[src/hdl/qrc_pkg.sv]
// ----------------------------------------------------------------------------
// qrc_pkg: shared types, widths and helpers for the quad regularity checker
// Holds the beat structs, derived widths and the square-root step function.
// ----------------------------------------------------------------------------
package qrc_pkg;

    localparam int COORD_BITS       = 12;
    localparam int RADIUS_FRAC_BITS = 4;

    // centroid sums and quarter-pixel offsets
    localparam int SUM_BITS      = COORD_BITS + 2;
    localparam int SQ_BITS       = 2 * SUM_BITS;
    localparam int S_BITS        = SQ_BITS + 1;
    localparam int RAD_RAW_BITS  = S_BITS + 2 * RADIUS_FRAC_BITS;
    localparam int ROOT_BITS     = (RAD_RAW_BITS + 1) / 2;
    localparam int RADICAND_BITS = 2 * ROOT_BITS;
    localparam int REM_BITS      = ROOT_BITS + 2;
    localparam int R_BITS        = ROOT_BITS - 2;
    localparam int SUMR_BITS     = R_BITS + 2;
    localparam int MR_BITS       = COORD_BITS + RADIUS_FRAC_BITS + 2;
    localparam int TOL_BITS      = 8;
    localparam int PROD_BITS     = SUMR_BITS + TOL_BITS + 1;
    localparam int ADDR_BITS     = 3;

    // register indexes, taken from paddr[2]
    localparam logic REG_TOLERANCE  = 1'b0;
    localparam logic REG_MIN_RADIUS = 1'b1;

    localparam logic [TOL_BITS-1:0]   TOLERANCE_RESET  = TOL_BITS'(38);
    localparam logic [COORD_BITS-1:0] MIN_RADIUS_RESET = COORD_BITS'(33);

    typedef struct packed {
        logic [COORD_BITS-1:0] corner0_x;
        logic [COORD_BITS-1:0] corner0_y;
        logic [COORD_BITS-1:0] corner1_x;
        logic [COORD_BITS-1:0] corner1_y;
        logic [COORD_BITS-1:0] corner2_x;
        logic [COORD_BITS-1:0] corner2_y;
        logic [COORD_BITS-1:0] corner3_x;
        logic [COORD_BITS-1:0] corner3_y;
    } corners_t;

    typedef struct packed {
        logic                  is_regular;
        logic [COORD_BITS-1:0] box_min_x;
        logic [COORD_BITS-1:0] box_min_y;
        logic [COORD_BITS-1:0] box_max_x;
        logic [COORD_BITS-1:0] box_max_y;
    } result_t;

    typedef struct packed {
        logic [REM_BITS-1:0]  rem;
        logic [ROOT_BITS-1:0] q;
    } sqrt_step_t;

    // one digit of the restoring square root: bring down two bits, try q*4+1
    function automatic sqrt_step_t sqrt_step(input logic [REM_BITS-1:0] rem,
                                             input logic [ROOT_BITS-1:0] q,
                                             input logic [1:0] pair);
        logic [REM_BITS-1:0] rem_sh;
        logic [REM_BITS-1:0] trial;
        sqrt_step_t          res;
        rem_sh = {rem[REM_BITS-3:0], pair};
        trial  = {q, 2'b01};
        if (rem_sh >= trial)
        begin
            res.rem = rem_sh - trial;
            res.q   = {q[ROOT_BITS-2:0], 1'b1};
        end
        else
        begin
            res.rem = rem_sh;
            res.q   = {q[ROOT_BITS-2:0], 1'b0};
        end
        return res;
    endfunction

endpackage

[src/hdl/qrc_sqrt_pipe.sv]
// ----------------------------------------------------------------------------
// qrc_sqrt_pipe: pipelined integer square root
// One root bit per stage; a new radicand may enter every cycle.
// ----------------------------------------------------------------------------
module qrc_sqrt_pipe (
    input  logic                                clk,
    input  logic [qrc_pkg::RADICAND_BITS-1:0]   radicand,
    output logic [qrc_pkg::ROOT_BITS-1:0]       root
);
    import qrc_pkg::*;

    logic [REM_BITS-1:0]      rem_reg  [ROOT_BITS];
    logic [ROOT_BITS-1:0]     q_reg    [ROOT_BITS];
    logic [RADICAND_BITS-1:0] rad_reg  [ROOT_BITS];
    sqrt_step_t               step_next[ROOT_BITS];

    always_comb
    begin
        step_next[0] = sqrt_step(REM_BITS'(0), ROOT_BITS'(0),
                                 radicand[RADICAND_BITS-1 -: 2]);
        for (int s = 1; s < ROOT_BITS; s++)
        begin
            step_next[s] = sqrt_step(rem_reg[s-1], q_reg[s-1],
                                     rad_reg[s-1][RADICAND_BITS-1 -: 2]);
        end
    end

    always_ff @(posedge clk)
    begin
        rem_reg[0] <= step_next[0].rem;
        q_reg[0]   <= step_next[0].q;
        rad_reg[0] <= radicand << 2;
        for (int s = 1; s < ROOT_BITS; s++)
        begin
            rem_reg[s] <= step_next[s].rem;
            q_reg[s]   <= step_next[s].q;
            rad_reg[s] <= rad_reg[s-1] << 2;
        end
    end

    assign root = q_reg[ROOT_BITS-1];

endmodule
[config.mk]
export PLATFORM = sky130hd
export DESIGN_NAME = qrc_sqrt_pipe
export DESIGN_NICKNAME = d
export VERILOG_FILES = /design/src/hdl/qrc_pkg.sv /design/src/hdl/qrc_sqrt_pipe.sv
export SDC_FILE = /design/constraint.sdc
export NUM_CORES = 1
export LEC_CHECK = 0
export BUFFER_PORTS_ARGS = -buffer_cell sky130_fd_sc_hd__clkbuf_2
export CORE_MARGIN = 10
export CORE_UTILIZATION = 45
export DETAILED_ROUTE_END_ITERATION = 10
export HOLD_SLACK_MARGIN = 0.08
export MAX_ROUTING_LAYER = met4
export REMOVE_ABC_BUFFERS = 1
export SYNTH_ARGS = -nofsm -noshare
export SYNTH_HDL_FRONTEND = slang
export SYNTH_SLANG_ARGS = --single-unit
[constraint.sdc]
create_clock -name clk -period 5.3 [get_ports clk]
set_clock_uncertainty 0.15 [all_clocks]
set_input_delay 0.795 -clock clk [delete_from_list [all_inputs] [get_ports clk]]
set_output_delay 0.795 -clock clk [all_outputs]
set_load 0.03 [all_outputs]
==> results of run 1 <==
[stage by stage]
stage	power [uW]	setup WS (ns)	hold WS [ns]	cell area, um^2	util
after global routing	18960	1.294	0.09653	35030	0.5216
after detailed placement	11720	1.652	0.1621	31680	0.4717
after CTS	18170	1.647	0.08099	35030	0.5216
after floorplan	10780	1.829	0.1596	30220	-
final	17950	1.632	0.1246	35030	0.5216
after global placement	11630	1.732	0.1595	31680	0.4717
[synth_stat cells, types with 28 or more instances]
library cell	count	area share
a21o_1	62	0.015
o21ai_0	91	0.015
or3_1	33	0.0068
ha_1	210	0.086
mux2_1	29	0.011
inv_1	259	0.032
nand4_1	31	0.0064
xor2_1	102	0.029
nor2b_1	36	0.0074
nor4_1	32	0.0066
dfxtp_1	852	0.56
nor2_1	202	0.025
nand2b_1	37	0.0076
clkbuf_1	28	0.0035
nand3_1	55	0.0090
nand2_1	140	0.017
xnor2_1	141	0.041
o21a_1	45	0.011
nor3_1	64	0.011
a21oi_1	203	0.033
[final cells by class]
type                            instances  share of cell area
Clock buffer                          117             0.07051
Inverter                              260             0.02786
Timing Repair Buffer                   92             0.01757
Tap cell                              873             0.03118
Sequential cell                       852              0.4869
Multi-Input combinational cell       1750              0.3485
Clock inverter                         37             0.01743
[power groups by stage]
stage | sequential [uW] | clock [uW] | combinational (uW)
2_1_floorplan | 8150 | 0 | 2620
4_1_cts | 8270 | 6550 | 3360
3_3_place_gp | 8380 | 0 | 3250
5_1_grt | 8380 | 6810 | 3770
6_report | 8250 | 6330 | 3370
3_5_place_dp | 8400 | 0 | 3320
[worst max-delay path: cells and delay by family, from the launching register on]
family	cells	cell delay, ns
compound gates	7	2.26
mux	1	0.42
fa+ha+maj	1	0.35
flops	1	0.32
buf+inv	1	0.04
[repair_timing]
action / CTS / global route
hold buffers: 27 / 0
hold endpoints to repair: 27 / 0
resized for setup: 0 / 0
[worst paths after layout]
path	from	to	cells after the start
max	q_reg[16][0]	rem_reg[17][12]	10
min	radicand[18]	rad_reg[0][18]	1
max reg2reg	q_reg[16][0]	rem_reg[17][12]	10
min reg2reg	rad_reg[9][24]	rad_reg[10][26]	0
[logic make-up after synthesis]
family | Yosys count | synth area share
DFF | 852 | 0.5604
and+or+nand+nor | 698 | 0.1134
AOI/OAI and AO/OA | 548 | 0.1121
buffers and inverters | 306 | 0.03897
xor gates and xnor gates | 243 | 0.06993
adders and majority gates | 210 | 0.08633
muxes | 50 | 0.01866
other | 1 | 0.0001232
[routing by layer]
layer  GRT usage  share of wire  vias up
li1            -              -    10170
met1      0.1890           0.48     9093
met2      0.2342           0.45      391
met3     0.02619          0.047       86
met4     0.05059          0.021        0
met5           -              0        -
==> out/results.tsv, run 1 <==
stage	metric	value	unit
finish	num_antenna_cells	0	
finish	finalNonFillerCells	3981	
worst_setup_path	worstSetupPathType	flip-flop to flip-flop	
finish	mostFrequentLayoutCells	dfxtp_1 (852), inv_1 (259), ha_1 (210)	
sta	clock.fmax	0.2727	GHz
sta	maxSlewHeadroom	0.1476	
worst_setup_path	crit_path_max_incr_delay	1.03	ns
yosys	yosys_warnings	0	
grt	grt_pass1_wl	94220	um
sta	hold_viol	0	
worst_setup_path	cp.arrival	4.03	ns
clock_tree	ctsRootBufferMaster	clkbuf_16	
clock_tree	h-tree-depth	3	
pwr	cellLeakagePower	0.01673	uW
finish	nets	3291	
floorplanning	core	67160	um^2
drt	firstDrtPassIters	5	
pwr	combPwrFrac	0.188	
finish	multi_input_area	12210	um^2
finish	drive_above_1_share	0.08044	
grt	grt_pass1_vias	19480	
worst_hold_path	hold_path.class	input port to flip-flop	
clock_tree	clkLatencyLatePin	0.63	ns
drt	ant_nets	0	
sta	grt_setup_unrepaired	no	
grt	grt_max_degree	32	
pwr	switching_share	0.2789	
placed_design	place_hpwl	43250	um
pwr	seqPwrFrac	0.460	
drt	wl	57040	um
worst_setup_path	rrSetupSlack	1.63	ns
worst_setup_path	crit_chain	inv_1 > ha_1 > o211ai_1 > o21ai_1 > o21ai_1 > o21ai_1 > a41oi_1 > o21ai_1 > a31oi_2 > mux2_2	
clock_tree	cts_tree	done	
pwr	p_sw	5005	uW
yosys	ys_types	80	
finish	layout_commonest_cell	dfxtp_1	
sta	fin_tns_setup	0	ns
floorplanning	rows	95	
yosys	ys.flop_type	dfxtp_1	
yosys	synthCells	2908	
floorplanning	die_area	78430	um^2
clock_tree	clk_transition_reported_paths	0.06	ns
finish	largest_reg_flops	342	
worst_setup_path	startpoint_type	flip-flop	
finish	fillerInstances	5916	
yosys	synth_edf_count	0	
placed_design	place.port_buffers	57	
pwr	clkPwrFrac	0.353	
clock_tree	cts_num_sinks	852	
grt	grt_usage	0.1480	
job	cap_violations	0	
floorplanning	ios	58	
sta	setup_viol	0	
floorplanning	die_w	280.1	um
yosys	syn_area	30430	um^2
placed_design	dp.cells	3800	
drt	vias	19740	
floorplanning	initial_core_util	0.4532	
yosys	async_flop_share	0	
grt	gr-total-overflow	0	
yosys	ys_seq_area_frac	0.5604	
clock_tree	post_cts_buffers	0	
sta	slew_viol_final	0	
finish	seq_area	17060	um^2
sta	timing.final.crit_share	0.6920	
pwr	powerDensity	512.3	nW/um^2
placed_design	routabilityCongestion	0.8934	
status	status	complete, no violations	
yosys	synth_area_per_cell	10.47	um^2
pwr	max-vdd-ir-drop	0.0003032	V
worst_setup_path	worstSetupEndpointType	flip-flop	
worst_setup_path	critPathSlowestCell	a31oi_2	
sta	max_slew.worst_pin.slew	1.274	ns
yosys	synth-seq-cells	852	
pwr	internal_power	12940	uW
worst_setup_path	critPathMostFrequentCell	o21ai_1	
sta	period_minus_slack	3.668	ns
drt	wl_per_cell	14.33	um
clock_tree	cts_made_buffers	86	
drt	drc	0	
finish	area_growth	15.10	%
worst_setup_path	crit_required	5.66	ns
grt	antenna_found_initial	0	
drt	viasPerCell	4.958	
floorplanning	die_h	280.1	um
drt	drt_iter0_drc	1101	
worst_setup_path	cp_max_fo	18	
clock_tree	cts_max_path_buffers	3	
Note: power is estimated with default switching activity, not from simulation.
==> inputs of run 2 (changes only) <==
==> constraint.sdc (replaced) <==
create_clock -name clk -period 3.4 [get_ports clk]
set_clock_uncertainty 0.15 [all_clocks]
set_input_delay 0.51 -clock clk [delete_from_list [all_inputs] [get_ports clk]]
set_output_delay 0.51 -clock clk [all_outputs]
set_load 0.03 [all_outputs]
==> out/results.tsv, run 2 (synthesis gave the netlist of run 1 again) <==
stage	metric	value	unit
status	status	complete, no violations	
grt	grt_usage	0.1519	
drt	firstDrtPassIters	5	
finish	drive_above_1_share	0.08400	
clock_tree	h-tree-depth	3	
finish	mostFrequentLayoutCells	dfxtp_1 (852), inv_1 (259), ha_1 (210)	
clock_tree	cts_tree	done	
drt	wl	57910	um
worst_setup_path	crit_chain	inv_1 > ha_1 > o21ai_1 > a22oi_1 > a21oi_1 > o21a_1 > or4_1 > nand4_1 > buf_4 > mux2_2	
worst_setup_path	startpoint_type	flip-flop	
worst_setup_path	crit_required	3.75	ns
floorplanning	die_w	280.1	um
grt	grt_pass1_wl	96850	um
worst_setup_path	crit_end	rem_reg[14][4]	
worst_setup_path	worstReg2RegEnd	rem_reg[14][4]	
pwr	p_total	27870	uW
pwr	cellLeakagePower	0.01681	uW
floorplanning	initial_core_util	0.4532	
grt	gr-total-overflow	0	
floorplanning	rows	95	
job	cap_violations	0	
placed_design	place.port_buffers	57	
sta	clock.fmax	0.3144	GHz
clock_tree	cts_num_sinks	852	
grt	grt_pass1_vias	19870	
worst_setup_path	worstSetupEndpointType	flip-flop	
worst_setup_path	r2r_start	q_reg[13][0]	
clock_tree	ctsRootBufferMaster	clkbuf_16	
finish	largest_reg_flops	342	
drt	ant_nets	0	
floorplanning	core	67160	um^2
finish	nets	3320	
sta	fin_hold_ws	0.1493	ns
pwr	max-vdd-ir-drop	0.0004068	V
sta	timing.final.crit_share	0.9356	
finish	layout_commonest_cell	dfxtp_1	
pwr	powerDensity	790.9	nW/um^2
worst_setup_path	startpoint	q_reg[13][0]	
sta	maxSlewHeadroom	0.2117	
grt	grt_max_degree	32	
placed_design	routabilityCongestion	0.8797	
sta	slew_viol_final	0	
sta	hold_viol	0	
drt	viasPerCell	4.958	
clock_tree	cts_max_path_buffers	3	
drt	drc	0	
finish	area_growth	15.77	%
finish	num_antenna_cells	0	
worst_setup_path	rrSetupSlack	0.22	ns
drt	drt_iter0_drc	803	
floorplanning	die_h	280.1	um
clock_tree	clkLatencyLatePin	0.62	ns
worst_setup_path	crit_path_max_incr_delay	0.44	ns
finish	postLayoutCoreUtil	0.5247	
floorplanning	ios	58	
sta	period_minus_slack	3.181	ns
sta	max_slew.worst_pin.slew	1.170	ns
worst_hold_path	hold_path.class	flip-flop to flip-flop	
sta	setup_viol	0	
floorplanning	die_area	78430	um^2
drt	wl_per_cell	14.42	um
clock_tree	post_cts_buffers	0	
clock_tree	clk_transition_reported_paths	0.06	ns
grt	antenna_found_initial	1	
worst_setup_path	cp.arrival	3.53	ns
clock_tree	cts_made_buffers	86	
sta	grt_setup_unrepaired	no	
worst_setup_path	worstSetupPathType	flip-flop to flip-flop	
drt	vias	19910	
worst_setup_path	rr_worst_depth	10	
worst_setup_path	cp_max_fo	30	
worst_setup_path	critPathSlowestCell	or4_1	
placed_design	place_hpwl	43900	um
run 2: cell count changes in the layout (fill, tap and decap cells not counted), moves of 3 or more:
cell           before  now
clkinvlp_4          5    8
clkbuf_1           12   21
clkinv_4            2    5
dlygate4sd3_1      27   39
clkbuf_8           18   10
buf_4               8   25
run 2: metal layers:
metal  global-route usage  routed length [um]  vias to the layer above
met2               0.2374               25890                      339
met5                    -                   0                        -
li1                     -                   -                    10240
met4              0.05378                1442                        0
met1               0.1962               28190                     9226
met3              0.02594                2381                      107
run 2: stage by stage:
stage                     std cells  setup TNS (ns)  worst slack (ns)  cell area, um^2
after global routing           4016               0           0.06409            35240
after global placement         3817               0            0.3412            31810
after floorplan                2862         -0.5753          -0.07108            30220
after CTS                      4016               0            0.1659            35230
after detailed placement       3817               0            0.2218            31810
final                          4016               0            0.2190            35240
run 2: worst min path at each step:
stage / start / to / cells after the start
floorplan: rad_reg[9][18] / rad_reg[10][20] / 0
global placement: rad_reg[1][23] / rad_reg[2][25] / 0
detailed placement: rad_reg[10][26] / rad_reg[11][28] / 0
CTS: rad_reg[8][33] / rad_reg[9][35] / 0
global route: rad_reg[8][33] / rad_reg[9][35] / 0
finish: rad_reg[4][27] / rad_reg[5][29] / 0
run 2: final cells by class:
type | instances | area (um^2)
clock buffers | 118 | 2394
clock inverters | 42 | 636.9
fillers | 5935 | 31920
inverters | 260 | 975.9
multi-input cells | 1750 | 12220
flip-flops and latches | 852 | 17060
well taps | 873 | 1092
repair buffers | 121 | 863.3
run 2: report_power, final:
part / switching (uW) / total (uW) / internal [uW]
registers: 1120 / 12900 / 11700
logic: 2790 / 5260 / 2470
clock network: 3890 / 9740 / 5850
run 2: what timing repair did:
item,in CTS,in global routing
resized for setup,0,1
setup endpoints to repair,0,6
hold buffers,39,0
hold endpoints to repair,39,0
run 2: critical path: cells and delay by family (launching register included):
kind                       cells  cell delay, ns
AOI/OAI and AO/OA              4            0.94
muxes                          1            0.38
DFF                            1            0.33
and+or+nand+nor                2            0.56
buffers and inverters          2            0.35
adders and majority gates      1            0.34
==> inputs of run 3 (changes only) <==
--- a/config.mk
+++ b/config.mk
@@ -5,6 +5,7 @@
 export SDC_FILE = /design/constraint.sdc
 export NUM_CORES = 1
 export LEC_CHECK = 0
+export ABC_AREA = 1
 export BUFFER_PORTS_ARGS = -buffer_cell sky130_fd_sc_hd__clkbuf_2
 export CORE_MARGIN = 10
 export CORE_UTILIZATION = 45
==> out/results.tsv, run 3 <==
stage	metric	value	unit
yosys	ys_types	48	
pwr	max-vdd-ir-drop	0.0004597	V
grt	grt_max_degree	27	
yosys	yosysTopAreaCell	dfxtp_1	
yosys	synth_common_cells	nand2_1 (1439), dfxtp_1 (852), inv_1 (714), nor2_1 (385), nand3_1 (268)	
yosys	synthAdderAreaFrac	0.07380	
yosys	ys_top_cells_by_area	dfxtp_1 (48%), nand2_1 (15%), inv_1 (7.5%)	
sta	setup_viol	0	
yosys	syn_area	35610	um^2
yosys	yosysMostFrequentCell	nand2_1	
worst_hold_path	min_delay_path_depth	0	
clock_tree	cts_made_buffers	85	
yosys	synth-xor-area-share	0.03321	
placed_design	routabilityCongestion	0.9014	
pwr	powerDensity	771.7	nW/um^2
drt	wl_met1	38240	um
clock_tree	h-tree-depth	3	
clock_tree	clkLatencyLatePin	0.64	ns
yosys	synthCells	4628	
sta	clock.fmax	0.3886	GHz
floorplanning	initial_core_util	0.4522	
yosys	yosys_warnings	0	
worst_hold_path	hold_start	rad_reg[7][21]	
yosys	synth_area_per_cell	7.693	um^2
worst_setup_path	worstReg2RegEnd	rem_reg[12][5]	
drt	wl_met3	3451	um
job	cap_violations	0	
yosys	ys_seq_area_frac	0.4790	
drt	highest_layer	met4	
worst_setup_path	rrSetupSlack	0.83	ns
grt	antenna_found_initial	1	
clock_tree	ctsRootBufferMaster	clkbuf_16	
clock_tree	cts_tree	done	
worst_hold_path	worstHoldEndpoint	rad_reg[8][23]	
worst_setup_path	startpoint_type	flip-flop	
finish	area_growth	12.94	%
worst_setup_path	rr_worst_depth	12	
sta	max_slew.worst_pin.slew	0.8058	ns
yosys	synth-seq-cells	852	
yosys	async_flop_share	0	
worst_setup_path	r2r_start	q_reg[11][6]	
floorplanning	ios	58	
sta	fin_tns_setup	0	ns
worst_setup_path	crit_required	3.75	ns
drt	wl	83130	um
sta	hold_viol	0	
yosys	synth_top_cell_area_share	0.4790	
yosys	synth_top_family_by_area	simple AND/OR/NAND/NOR gates	
clock_tree	post_cts_buffers	0	
drt	wl_per_cell	14.11	um
worst_setup_path	worstSetupEndpointType	flip-flop	
finish	drive_above_1_share	0.06174	
yosys	synthSimpleGateAreaFrac	0.2705	
grt	grt_pass1_vias	26620	
finish	nets	5026	
placed_design	place_hpwl	65170	um
yosys	synth_compound_area_frac	0.05795	
sta	timing.final.crit_share	0.7568	
yosys	synth_edf_count	0	
finish	largest_reg_flops	342	
finish	mostFrequentLayoutCells	nand2_1 (1439), dfxtp_1 (852), inv_1 (714)	
finish	fillerInstances	7690	
floorplanning	core	78740	um^2
drt	firstDrtPassIters	5	
placed_design	place.port_buffers	57	
yosys	synthMuxAreaShare	0	
yosys	ys.flop_type	dfxtp_1	
pwr	cellLeakagePower	0.02141	uW
drt	viasPerCell	4.672	
worst_setup_path	cp_max_fo	20	
floorplanning	die_w	301.3	um
drt	ant_nets	0	
worst_setup_path	worstSetupPathType	flip-flop to flip-flop	
clock_tree	cts_max_path_buffers	3	
worst_setup_path	cp.arrival	2.92	ns
sta	period_minus_slack	2.573	ns
sta	slew_viol_final	0	
clock_tree	clk_transition_reported_paths	0.06	ns
drt	drt_iter0_drc	1762	
drt	drc	0	
floorplanning	die_area	90780	um^2
finish	layout_commonest_cell	nand2_1	
finish	num_antenna_cells	0	
floorplanning	rows	103	
sta	grt_setup_unrepaired	no	
drt	vias	27530	
sta	fin_hold_ws	0.1590	ns
sta	maxSlewHeadroom	0.4611	
floorplanning	die_h	301.3	um
grt	gr-total-overflow	0	
clock_tree	cts_num_sinks	852	
status	status	complete, no violations	
drt	met2_length	39280	um
grt	grt_usage	0.1879	
worst_hold_path	hold_path.class	flip-flop to flip-flop	
grt	grt_pass1_wl	135200	um
-- run 3: cell type report --
cell class,count,area (um^2),share of cell area
Clock buffer,112,2380,0.05918
Inverter,722,2710,0.06739
Clock inverter,41,536.8,0.01335
Timing Repair Buffer,100,705.7,0.01755
Multi-Input combinational cell,3016,15510,0.3857
Sequential cell,852,17060,0.4242
Tap cell,1050,1314,0.03267
-- run 3: stage by stage --
step                cell area (um^2)  total power (uW)  setup slack (ns)  instances    util
global route                   40210             33160            0.5279       5893  0.5107
global placement               36910             21590            0.8411       5701  0.4687
CTS                            40210             31340            0.8154       5893  0.5107
floorplan                      35280             19120             1.172       4590       -
finish                         40210             31030            0.8269       5893  0.5107
detailed placement             36910             21630            0.8351       5701  0.4687
-- run 3: power breakdown --
group	switching (uW)	internal (uW)	total (uW)
combinational	5310	2930	8240
clock	3960	5600	9560
sequential	1390	11800	13200
total	10700	20400	31000
-- run 3: kinds of logic (layout without fill, tap and decap cells) --
group | Yosys count | after routing
other cells | 1 | 1
flops | 852 | 852
simple gates | 2296 | 2296
buf+inv | 760 | 975
fa+ha+maj | 210 | 210
compound gates | 374 | 374
xor+xnor | 135 | 135
-- run 3: worst max path at each step --
stage | startpoint | endpoint | slack, ns
after global routing | q_reg[12][10] | rem_reg[13][14] | 0.53
after CTS | q_reg[8][8] | rem_reg[9][1] | 0.82
after floorplan | q_reg[2][2] | rem_reg[3][15] | 1.17
after global placement | q_reg[11][6] | rem_reg[12][1] | 0.84
after detailed placement | q_reg[8][8] | rem_reg[9][1] | 0.84
final | q_reg[11][6] | rem_reg[12][5] | 0.83
-- run 3: timing repair --
action                    in CTS  in global routing
resized for setup              0                  0
hold endpoints to repair      39                  0
hold buffers                  39                  0
-- run 3: critical path, stage by stage, from the launching register on --
cell,delay (ns)
dfxtp_1,0.43
inv_1,0.07
ha_1,0.35
nand2_1,0.18
inv_1,0.06
nand2_1,0.06
nand2_1,0.08
a21oi_1,0.22
nand2_2,0.13
nand2_1,0.07
nand2_1,0.39
nand2_1,0.19
nand2_1,0.09
-- run 3: per-layer routing --
| metal | global-route usage | vias up |
|---|---|---|
| met1 | 0.2343 | 12240 |
| met5 | - | - |
| li1 | - | 14660 |
| met2 | 0.3126 | 503 |
| met4 | 0.05640 | 0 |
| met3 | 0.02660 | 133 |
